`src/rtl/sba_pkg.sv`:
```
// package: shared types and constants for the segregated block allocator
package sba_pkg;

  localparam int NumClasses = 10;
  localparam int GranBits   = 13;
  localparam int LinkW      = 14;
  localparam int AddrW      = 16;
  localparam int SizeW      = 13;

  localparam logic [1:0] StatusOk    = 2'd0;
  localparam logic [1:0] StatusSize  = 2'd1;
  localparam logic [1:0] StatusNoMem = 2'd2;

  localparam logic ReqAlloc = 1'b0;
  localparam logic ReqFree  = 1'b1;

  // classified request handed from front to back
  typedef struct packed {
    logic        is_free;
    logic        oversize;
    logic [3:0]  cls;
    logic [15:0] addr;
  } sba_cmd_t;

  // class of a byte size; NumClasses when too large
  function automatic logic [3:0] class_of(input logic [12:0] size);
    logic [3:0] c;
    c = 4'(NumClasses);
    for (int i = NumClasses - 1; i >= 0; i--) begin
      if ((14'd8 << i) >= {1'b0, size}) c = 4'(i);
    end
    return c;
  endfunction

  function automatic logic [13:0] block_size(input logic [3:0] c);
    return 14'd8 << c;
  endfunction

  function automatic logic is_excl(input logic [3:0] c);
    return c >= 4'd7;
  endfunction

endpackage

```
`src/rtl/sba_front.sv`:
```
// front end: accepts requests, classifies size into a command queue
module sba_front import sba_pkg::*; (
  input  logic       clk,
  input  logic       rst_n,
  input  logic       in_push,
  output logic       in_full,
  input  logic       in_req_type,
  input  logic [12:0] in_req_size,
  input  logic [15:0] in_block_addr,
  output logic       cmd_valid,
  output sba_cmd_t   cmd,
  input  logic       cmd_take
);
  sba_cmd_t q_r [2];
  logic     wp_r, rp_r;
  logic [1:0] cnt_r;
  sba_cmd_t nc;
  logic [3:0] c;

  always_comb begin
    c = class_of(in_req_size);
    nc.is_free  = (in_req_type == ReqFree);
    nc.oversize = (c == 4'(NumClasses));
    nc.cls      = c;
    nc.addr     = in_block_addr;
  end

  assign in_full   = (cnt_r == 2'd2);
  assign cmd_valid = (cnt_r != 2'd0);
  assign cmd       = q_r[rp_r];

  always_ff @(posedge clk) begin
    if (in_push && !in_full) q_r[wp_r] <= nc;
    if (!rst_n) begin
      wp_r <= 1'b0; rp_r <= 1'b0; cnt_r <= 2'd0;
    end else begin
      if (in_push && !in_full) wp_r <= ~wp_r;
      if (cmd_take) rp_r <= ~rp_r;
      cnt_r <= cnt_r + 2'(in_push && !in_full) - 2'(cmd_take);
    end
  end
endmodule

```
`config.mk`:
```
export PLATFORM = sky130hd
export DESIGN_NAME = sba_front
export DESIGN_NICKNAME = d
export VERILOG_FILES = /design/src/rtl/sba_pkg.sv /design/src/rtl/sba_front.sv
export SDC_FILE = /design/constraint.sdc
export NUM_CORES = 1
export LEC_CHECK = 0
export BUFFER_PORTS_ARGS = -buffer_cell sky130_fd_sc_hd__buf_4
export CORE_ASPECT_RATIO = 1.4
export CORE_MARGIN = 2
export CORE_UTILIZATION = 26
export CTS_CLUSTER_DIAMETER = 80
export DETAILED_ROUTE_END_ITERATION = 16
export PLACE_DENSITY = 0.42
export SLEW_MARGIN = 5
export SYNTH_ARGS = -nofsm -noshare
export SYNTH_HDL_FRONTEND = slang
export SYNTH_SLANG_ARGS = --single-unit
```
`constraint.sdc`:
```
create_clock -name clk -period 4.9 [get_ports clk]
set_input_delay 0 -clock clk [delete_from_list [all_inputs] [get_ports clk]]
set_output_delay 0 -clock clk [all_outputs]
set_load 0.1 [all_outputs]
```
==> flow_summary.html <==
<table>
<tr><th>Metric</th><th>Value</th></tr>
<tr><th colspan="2">Floorplan</th></tr>
<tr><td>DIE WIDTH</td><td>80.1 um</td></tr>
<tr><td>Initial core utilization</td><td>27.0%</td></tr>
<tr><td>Ports placed on the boundary</td><td>58</td></tr>
<tr><td>Placeable core region</td><td>0.00780 mm^2</td></tr>
<tr><td>Cell row count</td><td>38</td></tr>
<tr><td>Overall die area</td><td>0.00886 mm^2</td></tr>
<tr><td>Vert. Die Dim</td><td>111 um</td></tr>
<tr><th colspan="2">Cells and area</th></tr>
<tr><td>Total of fill cells in the finished design</td><td>774</td></tr>
<tr><td>Fraction of final layout cells sized beyond drive strength 1</td><td>46.0%</td></tr>
<tr><td>Relative area change from synthesis to final layout</td><td>40.1%</td></tr>
<tr><td>Antenna Cells</td><td>0</td></tr>
<tr><td>Post-layout net count</td><td>248</td></tr>
<tr><td>Non-filler cells in the finished layout</td><td>313</td></tr>
<tr><th colspan="2">Critical path</th></tr>
<tr><td>Critical path fanouts, max</td><td>22</td></tr>
<tr><td>Required time at the endpoint of the critical path</td><td>4900 ps</td></tr>
<tr><td>Startpoint-to-endpoint class of the critical path</td><td>register to output pin</td></tr>
<tr><td>Kind of capture point of the worst setup path</td><td>output pin</td></tr>
<tr><td>Reg2reg setup slack</td><td>3140 ps</td></tr>
<tr><td>Startpoint Class</td><td>register</td></tr>
<tr><td>Signal arrival time at the worst endpoint</td><td>1970 ps</td></tr>
<tr><th colspan="2">Timing</th></tr>
<tr><td>Relative slew slack</td><td>28.7%</td></tr>
<tr><td>Transition time at the pin with the least slew margin</td><td>1070 ps</td></tr>
<tr><td>Max Freq</td><td>508 MHz</td></tr>
<tr><td>Hold Vio Cnt, Final</td><td>0</td></tr>
<tr><td>Final Critical Period</td><td>1970 ps</td></tr>
<tr><td>Final setup TNS</td><td>0 ps</td></tr>
<tr><td>Clock skew after layout</td><td>5.97 ps</td></tr>
<tr><td>Final clock period utilization by the worst path</td><td>40.1%</td></tr>
<tr><td>Finish-stage setup viols</td><td>0</td></tr>
<tr><td>Setup repair after global routing missed its margin</td><td>no</td></tr>
<tr><td>Max-slew violation count</td><td>0</td></tr>
<tr><th colspan="2">Synthesis</th></tr>
<tr><td>Asr flop ratio synth</td><td>0%</td></tr>
<tr><td>Main synth FF type</td><td>sky130_fd_sc_hd__edfxtp_1</td></tr>
<tr><td>Post-synthesis area per instance</td><td>16.1 um^2</td></tr>
<tr><td>Post-synthesis cell type count</td><td>35</td></tr>
<tr><td>Synthesis Warnings</td><td>0</td></tr>
<tr><td>Part of the Yosys area used for sequential elements</td><td>67.4%</td></tr>
<tr><td>Number of flops mapped to enable cells by yosys</td><td>44</td></tr>
<tr><td>Post-Syn Nets</td><td>167</td></tr>
<tr><td>Number of instances in the synthesized netlist</td><td>131</td></tr>
<tr><td>FF+latch count, synth</td><td>49</td></tr>
<tr><td>Netlist area before placement</td><td>0.00211 mm^2</td></tr>
<tr><th colspan="2">Clock tree</th></tr>
<tr><td>Number of CTS-inserted buffers</td><td>5</td></tr>
<tr><td>Clock root buffer</td><td>sky130_fd_sc_hd__clkbuf_8</td></tr>
<tr><td># clock sinks</td><td>49</td></tr>
<tr><td>Clock tree from TritonCTS</td><td>built</td></tr>
<tr><td>Number of buffers inserted to repair setup after CTS</td><td>0</td></tr>
<tr><td>Clock latency at the later pin of the worst-skew pair</td><td>300 ps</td></tr>
<tr><td>Number of levels the H-tree was split into</td><td>2</td></tr>
<tr><td>Post-CTS Resized</td><td>0</td></tr>
<tr><td>Clock slew at the register clock pins of the worst setup and hold paths</td><td>90 ps</td></tr>
<tr><td>Maximum root-to-sink buffer count</td><td>2</td></tr>
<tr><td># hold bufs at CTS</td><td>18</td></tr>
<tr><th colspan="2">GRT</th></tr>
<tr><td>Global-route usage over all layers</td><td>9.96%</td></tr>
<tr><td>Pin count of the biggest net entering global routing</td><td>23</td></tr>
<tr><td>Global-route wire length before repair</td><td>6710 um</td></tr>
<tr><td>GRT overflow</td><td>0</td></tr>
<tr><td>Vias in the first global route</td><td>1443</td></tr>
<tr><td>Antenna violations before repair</td><td>0</td></tr>
<tr><th colspan="2">Power</th></tr>
<tr><td>Static leakage</td><td>1.11 nW</td></tr>
<tr><td>Peak supply drop</td><td>153 uV</td></tr>
<tr><td>Total power per unit cell area</td><td>456 mW/mm^2</td></tr>
<tr><th colspan="2">Route</th></tr>
<tr><td>Detailed-routing iteration count for the pre-antenna-repair pass</td><td>4</td></tr>
<tr><td>Post-detailed-route DRC marker count</td><td>0</td></tr>
<tr><td>Final antenna-violating net count</td><td>0</td></tr>
<tr><td>Starting DRC count in detailed routing</td><td>44</td></tr>
<tr><td>WL per Instance</td><td>13.8 um</td></tr>
<tr><td>Total via count after detailed routing</td><td>1379</td></tr>
<tr><td>Total Wirelength</td><td>4310 um</td></tr>
<tr><td>Drt via density</td><td>4.41</td></tr>
<tr><th colspan="2">Outcome</th></tr>
<tr><td>Status</td><td>complete, no violations</td></tr>
<tr><th colspan="2">Place</th></tr>
<tr><td>Weighted congestion reported at the end of routability-driven placement</td><td>0.724</td></tr>
<tr><td>Count of port buffers added during placement</td><td>57</td></tr>
<tr><td>Placed cell count</td><td>287</td></tr>
<tr><td>Post-DP HPWL</td><td>3120 um</td></tr>
<tr><th colspan="2">Flow run</th></tr>
<tr><td>Maximum capacitance violations</td><td>0</td></tr>
<tr><th colspan="2">Hold path</th></tr>
<tr><td>Hold Path Class</td><td>primary input to register</td></tr>
</table>
==> path summary, 6_finish.rpt <==
check | from | end | cells past startpoint
worst max register to register | cnt_r[0]$_SDFF_PN0_ | q_r[1][1]$_DFFE_PP_ | 2
worst min-delay path | cmd_take | rp_r$_SDFFE_PN0P_ | 3
worst max-delay path | register | cmd[4] | 2
worst min register to register | rp_r$_SDFFE_PN0P_ | rp_r$_SDFFE_PN0P_ | 2
==> layout by cell type (no fill, tap or decap), types with 2 or more instances in the layout <==
cell type                        n
sky130_fd_sc_hd__nand3_1         2
sky130_fd_sc_hd__nor3_4          2
sky130_fd_sc_hd__inv_1           5
sky130_fd_sc_hd__buf_4          58
sky130_fd_sc_hd__a21oi_1         2
sky130_fd_sc_hd__xnor2_1         2
sky130_fd_sc_hd__nand2_1         3
sky130_fd_sc_hd__o21ai_0         3
sky130_fd_sc_hd__nor2_1          2
sky130_fd_sc_hd__mux2_2         22
sky130_fd_sc_hd__clkbuf_8        5
sky130_fd_sc_hd__dfxtp_1         5
sky130_fd_sc_hd__nand4b_1        2
sky130_fd_sc_hd__nand3b_1        2
sky130_fd_sc_hd__edfxtp_1       44
sky130_fd_sc_hd__nand2b_1        3
sky130_fd_sc_hd__dlygate4sd3_1  18
sky130_fd_sc_hd__ha_1            2
sky130_fd_sc_hd__and2_1          5
sky130_fd_sc_hd__a211oi_1        2
sky130_fd_sc_hd__a31oi_1         2
sky130_fd_sc_hd__nor3_1          3
==> synthesized netlist by cell type (2+ instances only) <==
cell type                  instances  share of area (%)
sky130_fd_sc_hd__a211oi_1          2               0.71
sky130_fd_sc_hd__nor2_1            3               0.53
sky130_fd_sc_hd__a21oi_1           2               0.47
sky130_fd_sc_hd__o21ai_0           3               0.71
sky130_fd_sc_hd__nand3_1           2               0.47
sky130_fd_sc_hd__xnor2_1           2               0.83
sky130_fd_sc_hd__nor3_4            2                1.5
sky130_fd_sc_hd__and2_1            5                1.5
sky130_fd_sc_hd__nand4b_1          2               0.83
sky130_fd_sc_hd__mux2_2           22                 12
sky130_fd_sc_hd__buf_1             2               0.36
sky130_fd_sc_hd__nor3_1            3               0.71
sky130_fd_sc_hd__nand2_1           3               0.53
sky130_fd_sc_hd__a31oi_1           2               0.59
sky130_fd_sc_hd__edfxtp_1         44                 63
sky130_fd_sc_hd__inv_1             5               0.89
sky130_fd_sc_hd__ha_1              2                1.2
sky130_fd_sc_hd__nand2b_1          3               0.89
sky130_fd_sc_hd__nand3b_1          2               0.71
sky130_fd_sc_hd__dfxtp_1           5                4.7
==> worst max-delay path, stage by stage, from the launching register on <==
cell                      delay (ps)
sky130_fd_sc_hd__dfxtp_1         990
sky130_fd_sc_hd__mux2_2          430
sky130_fd_sc_hd__buf_4           240
==> cells by family (layout without fill, tap and decap cells) <==
family	after synthesis	in the layout	synth area share [%]
DFF	49	49	67.4
muxes	22	22	11.8
and+or+nand+nor	31	31	9.97
buffers and inverters	7	89	1.25
AOI/OAI and AO/OA	17	17	7.18
adders and majority gates	2	2	1.19
xor gates and xnor gates	3	3	1.25
==> through the flow <==
step / hold WS [ps] / setup slack (ps) / power (mW) / area [um^2] / util (%)
6_report: 49.6 / 2930 / 1.35 / 2950 / 37.9
5_1_grt: 42.7 / 2780 / 1.40 / 2950 / 37.9
4_1_cts: 48.1 / 2850 / 1.36 / 2950 / 37.9
3_5_place_dp: 189 / 3080 / 1.07 / 2660 / 34.2
3_3_place_gp: 187 / 3180 / 1.06 / 2660 / 34.2
2_1_floorplan: 98.9 / 2990 / 0.949 / 2110 / -
==> flip-flops by register name, summed over array words and instances (netlist names), named ones only <==
register	flops
cnt_r	2
wp_r	1
q_r	44
rp_r	1
==> layout make-up <==
class                   instances  area, um^2  share of cell area (%)
inverters                       5        18.8                   0.635
flip-flops and latches         49        1420                    48.1
clock inverters                 3        41.3                    1.40
repair buffers                 76         616                    20.8
well taps                     100         125                    4.24
clock buffers                   5        68.8                    2.33
multi-input cells              75         663                    22.4
==> power breakdown <==
group	switching, mW	leakage [nW]	internal (mW)
registers	0.0224	0.450	0.522
clock network	0.131	0.0518	0.150
logic	0.387	0.607	0.133
==> per-layer routing <==
metal	vias up	global-route usage (%)	part of all wire, %
met5	-	0	0
met4	0	4.75	2.2
met3	7	2.21	4.0
met2	33	18.7	55
met1	675	9.97	38
li1	664	-	-
No activity file was read; power rests on OpenSTA's default activity.
